**src/index_word_quality_filter_core_assert.svh**
```systemverilog
// Assertion macros shared by the filter modules.
// Each macro expects clk and rst_n in scope.
`ifndef INDEX_WORD_QUALITY_FILTER_CORE_ASSERT_SVH
`define INDEX_WORD_QUALITY_FILTER_CORE_ASSERT_SVH

`ifndef NO_ASSERTIONS

// Same-cycle implication.
`define IWQF_ASSERT_IMP(lbl, ant, con) \
  lbl: assert property (@(posedge clk) disable iff (!rst_n) (ant) |-> (con)) \
    else $error("iwqf check failed");

// Next-cycle implication.
`define IWQF_ASSERT_NXT(lbl, ant, con) \
  lbl: assert property (@(posedge clk) disable iff (!rst_n) (ant) |=> (con)) \
    else $error("iwqf check failed");

`else

`define IWQF_ASSERT_IMP(lbl, ant, con)
`define IWQF_ASSERT_NXT(lbl, ant, con)

`endif

`endif

```
**src/iwqf_pkg.sv**
```systemverilog
package iwqf_pkg;

  // Width of the length and run counters.
  localparam int COUNT_WIDTH = 8;
  // Width of a configured limit.
  localparam int LIMIT_WIDTH = 8;
  // Width used when a counter is compared against a limit.
  localparam int CMP_WIDTH = (COUNT_WIDTH > LIMIT_WIDTH) ? COUNT_WIDTH : LIMIT_WIDTH;
  localparam int CHAR_WIDTH = 8;
  localparam int MODE_WIDTH = 3;
  localparam int CFG_IDX_WIDTH = 3;
  localparam int CFG_DATA_WIDTH = 8;

  typedef logic [COUNT_WIDTH-1:0] cnt_t;
  typedef logic [LIMIT_WIDTH-1:0] limit_t;
  typedef logic [CHAR_WIDTH-1:0] char_t;

  // Register indexes of the configuration port.
  typedef enum logic [CFG_IDX_WIDTH-1:0] {
    REG_MIN_LENGTH        = 3'd0,
    REG_MAX_LENGTH        = 3'd1,
    REG_MAX_SAME_REPEAT   = 3'd2,
    REG_MAX_DIGIT_RUN     = 3'd3,
    REG_MAX_VOWEL_RUN     = 3'd4,
    REG_MAX_CONSONANT_RUN = 3'd5,
    REG_REJECT_MODES      = 3'd6
  } cfg_reg_t;

  // Bit positions inside reject_modes.
  localparam int MODE_ALL_VOWEL     = 0;
  localparam int MODE_ALL_CONSONANT = 1;
  localparam int MODE_ALL_DIGIT     = 2;

  // Current configuration, as seen by the word logic.
  typedef struct packed {
    limit_t                min_length;
    limit_t                max_length;
    limit_t                max_same_repeat;
    limit_t                max_digit_run;
    limit_t                max_vowel_run;
    limit_t                max_consonant_run;
    logic [MODE_WIDTH-1:0] reject_modes;
  } cfg_t;

  // Control from the input stage to the word logic.
  typedef struct packed {
    logic step;
    logic last;
  } word_ctl_t;

endpackage

```
**src/index_word_quality_filter_core.sv**
```systemverilog
// Channel  | Handshake            | Payload
// ---------+----------------------+--------------------------------
// input    | in_valid / in_ready  | in_char_code[7:0], in_last
// result   | out_valid / out_ready| out_word_ok
// config   | cfg_we               | cfg_index[2:0], cfg_wdata[7:0]
//
// One character per cycle sustained unless a held result stalls a last character;
// the last character of a word passes the input register, then its verdict the result register.
// Word state updates in one pass between the input and result registers.
// Reset (rst_n low, synchronous) clears word state and loads defaults.
// A held result stalls only a last character; other characters keep flowing.
`include "index_word_quality_filter_core_assert.svh"

module index_word_quality_filter_core (
  input  logic                                clk,
  input  logic                                rst_n,
  input  logic                                in_valid,
  output logic                                in_ready,
  input  logic [iwqf_pkg::CHAR_WIDTH-1:0]     in_char_code,
  input  logic                                in_last,
  output logic                                out_valid,
  input  logic                                out_ready,
  output logic                                out_word_ok,
  input  logic                                cfg_we,
  input  logic [iwqf_pkg::CFG_IDX_WIDTH-1:0]  cfg_index,
  input  logic [iwqf_pkg::CFG_DATA_WIDTH-1:0] cfg_wdata
);
  import iwqf_pkg::*;

  cfg_t      cfg;
  word_ctl_t ctl;
  logic      in_valid_r;
  char_t     in_char_r;
  logic      in_last_r;
  logic      out_valid_r;
  logic      out_word_ok_r;
  logic      word_ok;
  logic      step;

  iwqf_cfg_regs u_cfg (
    .clk       (clk),
    .rst_n     (rst_n),
    .cfg_we    (cfg_we),
    .cfg_index (cfg_index),
    .cfg_wdata (cfg_wdata),
    .cfg       (cfg)
  );

  // Process the held item unless it is a last one and a full result slot is not being read.
  assign step     = in_valid_r && (!in_last_r || !out_valid_r || out_ready);
  assign in_ready = !in_valid_r || step;
  assign ctl      = '{step: step, last: in_last_r};

  iwqf_word u_word (
    .clk       (clk),
    .rst_n     (rst_n),
    .ctl       (ctl),
    .char_code (in_char_r),
    .cfg       (cfg),
    .word_ok   (word_ok)
  );

  // Input register control.
  always_ff @(posedge clk) begin
    if (!rst_n) begin
      in_valid_r <= 1'b0;
    end else if (in_ready) begin
      in_valid_r <= in_valid;
    end
  end

  // Capture the item payload.
  always_ff @(posedge clk) begin
    if (in_valid && in_ready) begin
      in_char_r <= in_char_code;
      in_last_r <= in_last;
    end
  end

  // Result register control.
  always_ff @(posedge clk) begin
    if (!rst_n) begin
      out_valid_r <= 1'b0;
    end else if (step && in_last_r) begin
      out_valid_r <= 1'b1;
    end else if (out_ready) begin
      out_valid_r <= 1'b0;
    end
  end

  // Capture the verdict.
  always_ff @(posedge clk) begin
    if (step && in_last_r) begin
      out_word_ok_r <= word_ok;
    end
  end

  assign out_valid   = out_valid_r;
  assign out_word_ok = out_word_ok_r;

  `IWQF_ASSERT_IMP(a_mid_word_never_stalls, in_valid_r && !in_last_r, step)
  `IWQF_ASSERT_NXT(a_last_gives_result, step && in_last_r, out_valid_r)
  `IWQF_ASSERT_NXT(a_blocked_last_holds, in_valid_r && in_last_r && out_valid_r && !out_ready,
                   in_valid_r && in_last_r)

endmodule

```
**src/iwqf_cfg_regs.sv**
```systemverilog
module iwqf_cfg_regs (
  input  logic                                clk,
  input  logic                                rst_n,
  input  logic                                cfg_we,
  input  logic [iwqf_pkg::CFG_IDX_WIDTH-1:0]  cfg_index,
  input  logic [iwqf_pkg::CFG_DATA_WIDTH-1:0] cfg_wdata,
  output iwqf_pkg::cfg_t                      cfg
);
  import iwqf_pkg::*;

  cfg_t cfg_r;
  cfg_t cfg_nxt;

  // Decode the write into the addressed register.
  always_comb begin
    cfg_nxt = cfg_r;
    if (cfg_we) begin
      unique case (cfg_index)
        REG_MIN_LENGTH:        cfg_nxt.min_length        = cfg_wdata[LIMIT_WIDTH-1:0];
        REG_MAX_LENGTH:        cfg_nxt.max_length        = cfg_wdata[LIMIT_WIDTH-1:0];
        REG_MAX_SAME_REPEAT:   cfg_nxt.max_same_repeat   = cfg_wdata[LIMIT_WIDTH-1:0];
        REG_MAX_DIGIT_RUN:     cfg_nxt.max_digit_run     = cfg_wdata[LIMIT_WIDTH-1:0];
        REG_MAX_VOWEL_RUN:     cfg_nxt.max_vowel_run     = cfg_wdata[LIMIT_WIDTH-1:0];
        REG_MAX_CONSONANT_RUN: cfg_nxt.max_consonant_run = cfg_wdata[LIMIT_WIDTH-1:0];
        REG_REJECT_MODES:      cfg_nxt.reject_modes      = cfg_wdata[MODE_WIDTH-1:0];
        default:               cfg_nxt = cfg_r;
      endcase
    end
  end

  // Hold the registers, loading defaults at reset.
  always_ff @(posedge clk) begin
    if (!rst_n) begin
      cfg_r.min_length        <= LIMIT_WIDTH'(1);
      cfg_r.max_length        <= LIMIT_WIDTH'(40);
      cfg_r.max_same_repeat   <= LIMIT_WIDTH'(100);
      cfg_r.max_digit_run     <= LIMIT_WIDTH'(4);
      cfg_r.max_vowel_run     <= LIMIT_WIDTH'(10);
      cfg_r.max_consonant_run <= LIMIT_WIDTH'(60);
      cfg_r.reject_modes      <= '0;
    end else begin
      cfg_r <= cfg_nxt;
    end
  end

  assign cfg = cfg_r;

endmodule

```
**src/iwqf_word.sv**
```systemverilog
`include "index_word_quality_filter_core_assert.svh"

module iwqf_word (
  input  logic                  clk,
  input  logic                  rst_n,
  input  iwqf_pkg::word_ctl_t   ctl,
  input  iwqf_pkg::char_t       char_code,
  input  iwqf_pkg::cfg_t        cfg,
  output logic                  word_ok
);
  import iwqf_pkg::*;

  typedef enum logic [1:0] {
    CLS_DIGIT,
    CLS_VOWEL,
    CLS_CONSONANT,
    CLS_PUNCT
  } char_class_t;

  localparam cnt_t COUNT_MAX = '1;

  function automatic cnt_t sat_inc(input cnt_t v);
    return (v == COUNT_MAX) ? v : v + 1'b1;
  endfunction

  function automatic logic over_limit(input cnt_t v, input limit_t lim);
    return CMP_WIDTH'(v) > CMP_WIDTH'(lim);
  endfunction

  function automatic char_class_t classify(input char_t c);
    char_t low;
    char_class_t cls;
    low = c | 8'h20;
    if (c >= 8'h30 && c <= 8'h39) begin
      cls = CLS_DIGIT;
    end else if (c >= 8'h41 && c <= 8'h7A &&
                 (low == 8'h61 || low == 8'h65 || low == 8'h69 ||
                  low == 8'h6F || low == 8'h75)) begin
      cls = CLS_VOWEL;
    end else if ((c >= 8'h21 && c <= 8'h2F) || (c >= 8'h3A && c <= 8'h40) ||
                 (c >= 8'h5B && c <= 8'h60) || (c >= 8'h7B && c <= 8'h7E)) begin
      cls = CLS_PUNCT;
    end else begin
      cls = CLS_CONSONANT;
    end
    return cls;
  endfunction

  char_t       prev_char_r;
  cnt_t        same_cnt_r,  same_cnt_nxt;
  cnt_t        digit_cnt_r, digit_cnt_nxt;
  cnt_t        vowel_cnt_r, vowel_cnt_nxt;
  cnt_t        cons_cnt_r,  cons_cnt_nxt;
  cnt_t        length_r,    length_nxt;
  logic        seen_digit_r, seen_digit_nxt;
  logic        seen_vowel_r, seen_vowel_nxt;
  logic        seen_cons_r,  seen_cons_nxt;
  logic        rejected_r,   rejected_nxt;
  char_class_t cls;
  logic        len_bad;

  // Update the word state with one character and form the verdict.
  always_comb begin
    cls            = classify(char_code);
    length_nxt     = sat_inc(length_r);
    same_cnt_nxt   = '0;
    digit_cnt_nxt  = digit_cnt_r;
    vowel_cnt_nxt  = vowel_cnt_r;
    cons_cnt_nxt   = cons_cnt_r;
    seen_digit_nxt = seen_digit_r;
    seen_vowel_nxt = seen_vowel_r;
    seen_cons_nxt  = seen_cons_r;
    rejected_nxt   = rejected_r;

    if (char_code == prev_char_r) begin
      same_cnt_nxt = sat_inc(same_cnt_r);
      if (over_limit(same_cnt_nxt, cfg.max_same_repeat)) rejected_nxt = 1'b1;
    end

    // Punctuation leaves the digit, vowel and consonant runs untouched.
    case (cls)
      CLS_DIGIT: begin
        seen_digit_nxt = 1'b1;
        digit_cnt_nxt  = sat_inc(digit_cnt_r);
        vowel_cnt_nxt  = '0;
        cons_cnt_nxt   = '0;
        if (over_limit(digit_cnt_nxt, cfg.max_digit_run)) rejected_nxt = 1'b1;
      end
      CLS_VOWEL: begin
        seen_vowel_nxt = 1'b1;
        vowel_cnt_nxt  = sat_inc(vowel_cnt_r);
        digit_cnt_nxt  = '0;
        cons_cnt_nxt   = '0;
        if (over_limit(vowel_cnt_nxt, cfg.max_vowel_run)) rejected_nxt = 1'b1;
      end
      CLS_CONSONANT: begin
        seen_cons_nxt = 1'b1;
        cons_cnt_nxt  = sat_inc(cons_cnt_r);
        digit_cnt_nxt = '0;
        vowel_cnt_nxt = '0;
        if (over_limit(cons_cnt_nxt, cfg.max_consonant_run)) rejected_nxt = 1'b1;
      end
      default: begin
      end
    endcase

    len_bad = (CMP_WIDTH'(length_nxt) < CMP_WIDTH'(cfg.min_length)) ||
              (CMP_WIDTH'(length_nxt) > CMP_WIDTH'(cfg.max_length));

    word_ok = !rejected_nxt && !len_bad &&
      !(cfg.reject_modes[MODE_ALL_VOWEL] && seen_vowel_nxt && !seen_cons_nxt) &&
      !(cfg.reject_modes[MODE_ALL_CONSONANT] && seen_cons_nxt && !seen_vowel_nxt) &&
      !(cfg.reject_modes[MODE_ALL_DIGIT] && seen_digit_nxt && !seen_vowel_nxt &&
        !seen_cons_nxt);
  end

  // Advance the state per item; clear it after the last character.
  always_ff @(posedge clk) begin
    if (!rst_n || (ctl.step && ctl.last)) begin
      prev_char_r  <= '0;
      same_cnt_r   <= '0;
      digit_cnt_r  <= '0;
      vowel_cnt_r  <= '0;
      cons_cnt_r   <= '0;
      length_r     <= '0;
      seen_digit_r <= 1'b0;
      seen_vowel_r <= 1'b0;
      seen_cons_r  <= 1'b0;
      rejected_r   <= 1'b0;
    end else if (ctl.step) begin
      prev_char_r  <= char_code;
      same_cnt_r   <= same_cnt_nxt;
      digit_cnt_r  <= digit_cnt_nxt;
      vowel_cnt_r  <= vowel_cnt_nxt;
      cons_cnt_r   <= cons_cnt_nxt;
      length_r     <= length_nxt;
      seen_digit_r <= seen_digit_nxt;
      seen_vowel_r <= seen_vowel_nxt;
      seen_cons_r  <= seen_cons_nxt;
      rejected_r   <= rejected_nxt;
    end
  end

  `IWQF_ASSERT_NXT(a_clear_after_last, ctl.step && ctl.last, length_r == '0)
  `IWQF_ASSERT_IMP(a_same_within_len, 1'b1, same_cnt_r <= length_r)
  `IWQF_ASSERT_IMP(a_digit_within_len, 1'b1, digit_cnt_r <= length_r)

endmodule

```
**config.mk**
```make
export PLATFORM = sky130hd
export DESIGN_NAME = index_word_quality_filter_core
export DESIGN_NICKNAME = d
export VERILOG_FILES = /design/src/iwqf_pkg.sv /design/src/index_word_quality_filter_core.sv /design/src/iwqf_cfg_regs.sv /design/src/iwqf_word.sv
export VERILOG_INCLUDE_DIRS = /design/src /design/src/src
export SDC_FILE = /design/constraint.sdc
export NUM_CORES = 1
export LEC_CHECK = 0
export BUFFER_PORTS_ARGS = -buffer_cell sky130_fd_sc_hd__buf_4
export CAP_MARGIN = 40
export CORE_MARGIN = 1
export CORE_UTILIZATION = 64
export DETAILED_ROUTE_END_ITERATION = 8
export PLACE_DENSITY = 0.82
export SKIP_LAST_GASP = 1
export SYNTH_ARGS = -nofsm -noshare
export SYNTH_HDL_FRONTEND = slang
export SYNTH_SLANG_ARGS = --single-unit
```
**constraint.sdc**
```tcl
create_clock -name clk -period 5.55 [get_ports clk]
set_input_delay 0.555 -clock clk [delete_from_list [all_inputs] [get_ports clk]]
set_output_delay 0.555 -clock clk [all_outputs]
set_load 0.005 [all_outputs]
```
# Word level (Yosys, flattened, before mapping)
# Cells that the tools add are included.
[totals]
reg_bits = 115
[classes]
addsub = 5
magnitude_cmp = 18
n_eq_ne = 19
muxes = 23
reduce_logical = 63
[ops]
columns = ["cell", "count"]
rows = [
  ["two-way mux 8 bit", 6],
  ["one-hot mux 8 bit (2 select lines)", 3],
  ["adder 8 x 1 -> 8 bit (second input constant)", 5],
  ["equality test 8 bit (second input constant)", 5],
  ["> comparator 8 bit", 5],
  ["equality test 7 x 6 -> 1 bit (second input constant)", 5],
  ["<= comparator 8 x 7 -> 1 bit (second input constant)", 4],
  [">= comparator 8 x 6 -> 1 bit (second input constant)", 3],
  [">= comparator 8 x 7 -> 1 bit (second input constant)", 3],
  ["logical AND 1 bit", 21],
  ["AND reduction 2 bit", 10],
  ["<= comparator 8 x 6 -> 1 bit (second input constant)", 2],
  ["logical OR 1 bit", 12],
  ["logical NOT 1 bit", 11],
  ["two-way mux 1 bit", 11],
  ["equality test 3 bit (second input constant)", 3],
  ["equality test 8 bit", 1],
  ["less-than comparator 8 bit", 1],
  ["nonzero test 2 bit", 4],
  ["equality test 3 x 2 -> 1 bit (second input constant)", 2],
  ["OR reduction 2 bit", 3],
  ["two-way mux 2 bit", 2],
  ["equality test 3 x 1 -> 1 bit (second input constant)", 1],
  ["logical NOT 3 bit", 1],
  ["4 further kinds", 4],
]

# Logic depth before layout (Yosys ltp)
[depth]
word_depth = 16
depth_mapped = 14
depth_no_buf = 13

# By module
# A second synthesis with hierarchy kept.
[unflattened]
hier_cells = 754
hier_area_um2 = 6613.8
[modules_own_cells]
columns = ["mod", "n_inst", "cells_per_inst", "area_each_um2", "seq_area_each_um2"]
rows = [
  ["iwqf_word", 1, 544, 4230.3, 1041.0],
  ["iwqf_cfg_regs", 1, 188, 1965.6, 1021.0],
  ["index_word_quality_filter_core", 1, 22, 417.9, 340.3],
]

# Least setup slack after synthesis
# OpenSTA, ideal clock, no wires.
[synth_timing]
path_kind = "register to register"
from = "register u_word.same_cnt_r[0]"
to = "register u_word.rejected_r"
arrival_time_ns = 2.601
required_ns = 5.464
slack_ns = 2.863
path_stages_with_launch = 12
path_buffers = 0
path_cell_list = "dfxtp_1 -> ha_1 -> and4_1 -> nand4_1 -> mux2_2 -> ha_1 -> nand4b_1 -> a31oi_1 -> a211oi_1 -> o32ai_2 -> and4b_1 -> a211oi_1"
[synth_between]
elab_chain_len = 7
elab_cells_between_ends = 10
cone_classes = "add/sub: 1; order compare: 1; eq/ne: 1; mux: 7"
[synth_lines]
columns = ["item", "line", "rtl"]
rows = [
  ["from (decl)", "iwqf_word.sv:50", "cnt_t same_cnt_r, same_cnt_nxt;"],
  ["from (signal assigned)", "iwqf_word.sv:132", "same_cnt_r <= same_cnt_nxt;"],
  ["adder 8 x 1 -> 8 bit / equality test 8 bit (equally long branches)", "iwqf_word.sv:23", "return (v == COUNT_MAX) ? v : v + 1'b1;"],
  ["two-way mux 8 bit (*)", "iwqf_word.sv:23", ""],
  ["> comparator 8 bit (*)", "iwqf_word.sv:27", "return CMP_WIDTH'(v) > CMP_WIDTH'(lim);"],
  ["two-way mux 1 bit (*)", "iwqf_word.sv:77", "if (over_limit(same_cnt_nxt, cfg.max_same_repeat)) rejected_nxt = 1'b1;"],
  ["two-way mux 1 bit (*)", "iwqf_word.sv:75", "if (char_code == prev_char_r) begin"],
  ["two-way mux 1 bit (on tied branches)", "iwqf_word.sv:101, iwqf_word.sv:87, iwqf_word.sv:94", ""],
  ["one-hot mux 1 bit (3 select lines) (*)", "iwqf_word.sv:81", "case (cls)"],
  ["to (signal assigned)", "iwqf_word.sv:140", "rejected_r <= rejected_nxt;"],
  ["to (decl)", "iwqf_word.sv:58", "logic rejected_r, rejected_nxt;"],
]
# Mark *: on every way between the ends. The rest lies on a longest branch, timed or not.
# A chain may end at the register's enable or synchronous reset.

# Worst setup path in the final report
[layout_timing]
from = "register u_word.vowel_cnt_r[0]"
to = "register u_word.rejected_r"
[layout_between]
elab_chain_len = 5
elab_cells_between_ends = 6
cone_classes = "add/sub: 1; order compare: 1; eq/ne: 1; mux: 3"
[layout_lines]
columns = ["item", "line", "rtl"]
rows = [
  ["from (decl)", "iwqf_word.sv:52", "cnt_t vowel_cnt_r, vowel_cnt_nxt;"],
  ["from (signal assigned)", "iwqf_word.sv:134", "vowel_cnt_r <= vowel_cnt_nxt;"],
  ["adder 8 x 1 -> 8 bit / equality test 8 bit (equally long branches)", "iwqf_word.sv:23", ""],
  ["two-way mux 8 bit (*)", "iwqf_word.sv:23", ""],
  ["> comparator 8 bit (*)", "iwqf_word.sv:27", ""],
  ["two-way mux 1 bit (*)", "iwqf_word.sv:94", "if (over_limit(vowel_cnt_nxt, cfg.max_vowel_run)) rejected_nxt = 1'b1;"],
  ["one-hot mux 1 bit (3 select lines) (*)", "iwqf_word.sv:81", ""],
]
# Marked as above.

==> impl_metrics.tcl <==
set metrics [dict create \
    timing.final.max_slew_violations 0 \
    antenna_cells 0 \
    hold_violations 0 \
    grt_pass1_vias 5490 \
    synth_edf_count 10 \
    final_core_util_pct 75.41 \
    worstHoldStart "in_char_code[4]" \
    worst_slack_ns 2.271 \
    netlist_instances 790 \
    ios 28 \
    status "finished, final reports clean" \
    post_cts_resized 0 \
    remaining_drc_errors 0 \
    first_pass_iters 5 \
    portBuffers 27 \
    synthMuxAreaShare_pct 1.804 \
    yosysWarnings 0 \
    synth_top_family_by_area "simple AND/OR/NAND/NOR gates" \
    rows 36 \
    worstSetupPathType "reg2reg" \
    p_leak_nw 3.020 \
    nNetsFinal 890 \
    fin_crit_ns 3.279 \
    totalWireLength_mm 15.89 \
    syn-num-nets 871 \
    cts_tree "built" \
    synth_compound_area_share_pct 19.00 \
    cp_data_required_time_ns 5.92 \
    clockBufferDepth 2 \
    start_util_pct 66.39 \
    grt_pass1_wl_mm 25.87 \
    n_fill_cell 749 \
    synthAdderAreaFrac_pct 10.75 \
    numCtsBuffers 17 \
    post_cts_buffers 0 \
    die_h_um 102.9 \
    grt_max_degree 55 \
    globalplace.congestion 0.8552 \
    vias 5729 \
    core_sq_um 9819 \
    tightest_slew_ns 0.8999 \
    synth_ff_type "dfxtp_1" \
    fmax_ghz 0.3050 \
    antenna_found_initial 0 \
    max_slew_margin_pct 39.55 \
    cp_cell_sequence "ha_1, a31oi_1, and3_1, xor2_1, ha_1, a211o_1, a21oi_1, nand3_1, a21boi_0, and4b_1, a211oi_1" \
    syn_to_final_growth_pct 13.59 \
    worstSetupStartpoint "u_word.vowel_cnt_r[0]" \
    crit_top_cell "ha_1" \
    p_per_area_nw_per_um2 292.0 \
    layout-drive-gt1-share_pct 8.648 \
    critPathSlowestCell "a31oi_1" \
    r2r-start "u_word.vowel_cnt_r[0]" \
    maxCapViolations 0 \
    hold_buffers 0 \
    initialDrtViolationCount 272 \
    cts.sinks 115 \
    hold_class "in2reg" \
    ir_worst_vdd_uv 238.4 \
    crit_path_start_kind "flip-flop" \
    slowest_delay_ns 0.45 \
    finalCritPeriodShare_pct 59.08 \
    vias_per_cell 6.005 \
    finClkSkew_ns 0.006774 \
    setup_tns_ns 0 \
    root_buffer "clkbuf_8" \
    syn_avg_cell_area_sq_um 8.252 \
    finalHoldWorstSlack_ns 0.1990 \
    synth-xor-area-share_pct 4.031 \
    synth_simple_gate_area_share_pct 22.82 \
    yosysSeqAreaShare_pct 36.85 \
    finalSetupViolations 0 \
    clkTransAtPathRegs_ns 0.06 \
    arrival_ns 3.65 \
    ant_nets 0 \
    cp_max_fo 6 \
    dpl.hpwl_mm 10.88 \
    finalPower_mw 2.162 \
    die_area_sq_um 10590 \
    grt_overflow 0 \
    synthArstFlopShare_pct 0 \
    synth.distinct_cells 58 \
    wl_per_cell_um 16.66 \
    endpoint_kind "flip-flop" \
    syn_area_sq_um 6519 \
    place_ws_ns 2.386 \
    htreeDepth 4 \
    clkLatencyLatePin_ns 0.53 \
    synth-seq-cells 115 \
    rsz0062_at_grt "false" \
    die_w_um 102.9 \
    grt_use_total_pct 32.15 \
]
[logic make-up after synthesis]
logic type | Yosys count
AOI/OAI and AO/OA | 186
DFF | 115
muxes | 11
xor gates and xnor gates | 30
adders and majority gates | 56
buffers and inverters | 79
and+or+nand+nor | 313
[power by group]
part           switching, mW  leakage, nW  internal [mW]
registers             0.0163        0.948          0.859
clock network          0.375        0.302          0.748
logic                  0.101         1.77         0.0632
total                  0.492         3.02           1.67
[worst max-delay path, delay by kind of cell (launching register included)]
family / cells / cell delay (ns)
XOR/XNOR: 1 / 0.17
AND/OR/NAND/NOR: 3 / 0.67
flip-flops: 1 / 0.37
adder cells (fa/ha/maj): 2 / 0.55
AO/OA/AOI/OAI: 5 / 1.35
[area by class of cell]
class	instances	area [sq um]	share of cell area, %
Clock buffer	21	449.2	6.066
Clock inverter	10	157.7	2.129
Inverter	49	183.9	2.484
Multi-Input combinational cell	596	3810	51.45
Sequential cell	115	2402	32.44
Tap cell	133	166.4	2.247
Timing Repair Buffer	30	235.2	3.177
[registers in the layout, summed over array words and instances, names as in the netlist, 8 cells and up]
signal and cells:
u_word.cons_cnt_r 8, in_char_r 8, u_cfg.cfg 51, u_word.same_cnt_r 8, u_word.vowel_cnt_r 8, u_word.digit_cnt_r 8, u_word.prev_char_r 8, u_word.length_r 8
[synth_stat cells, types with 4 or more instances]
master / n / area [sq um]
o21a_1: 9 / 67.56
nand3_1: 27 / 135.1
a21boi_0: 23 / 172.7
xnor2_1: 13 / 113.9
mux2_2: 5 / 56.30
mux2i_1: 5 / 50.05
and2_1: 9 / 56.30
ha_1: 56 / 700.7
and4_1: 5 / 43.79
edfxtp_1: 10 / 300.3
a21oi_1: 47 / 235.2
nand2_1: 127 / 476.7
a31oi_1: 10 / 62.56
nand4_1: 17 / 106.4
clkbuf_1: 26 / 97.59
dfxtp_1: 105 / 2102
nor2_1: 65 / 244.0
nand2b_1: 7 / 43.79
a21boi_1: 16 / 120.1
xor2_1: 17 / 148.9
o211ai_1: 18 / 135.1
o21ai_0: 11 / 55.05
o21ai_1: 8 / 40.04
a41oi_1: 4 / 35.03
inv_1: 49 / 183.9
nor2b_1: 16 / 100.1
a22oi_1: 23 / 172.7
nor3_1: 12 / 60.06
and3_1: 11 / 68.82
[layer usage]
metal | global-route usage (%) | share of wire (%) | routed length (um)
met5 | 0 | 0 | 0
met3 | 9.288 | 5.8 | 928
met4 | 13.00 | 2.2 | 352
met1 | 36.97 | 42 | 6686
met2 | 56.10 | 50 | 7922
[cell usage in the layout, fill, tap and decap left out, types with 6 or more instances in the layout]
master / count
nor3_1: 12
o211ai_1: 18
and2_1: 9
a21boi_1: 16
and3_1: 11
o21a_1: 9
a31oi_1: 10
clkbuf_16: 16
ha_1: 56
o21ai_0: 11
o21ai_1: 8
xnor2_1: 13
xor2_1: 17
nor2b_1: 16
a22oi_1: 23
nand3_1: 27
nand2b_1: 6
a21boi_0: 23
buf_4: 28
edfxtp_1: 10
nand2_1: 127
inv_1: 49
a21oi_1: 47
nor2_1: 65
dfxtp_1: 105
nand4_1: 17
[per-stage QoR]
stage / std cells / area, sq um
after floorplan: 790 / 6519
after global placement: 920 / 6765
after detailed placement: 923 / 6798
after CTS: 954 / 7405
after global routing: 954 / 7405
final: 954 / 7405
[worst paths after layout]
check / to / slack (ns) / depth (start not counted)
worst min-delay path: in_char_r[4] / 0.20 / 1
worst max-delay path: u_word.rejected_r / 2.27 / 11
worst min register to register: u_cfg.cfg[36] / 0.45 / 2
worst max register to register: u_word.rejected_r / 2.27 / 11
(Power assumes the default switching activity.)
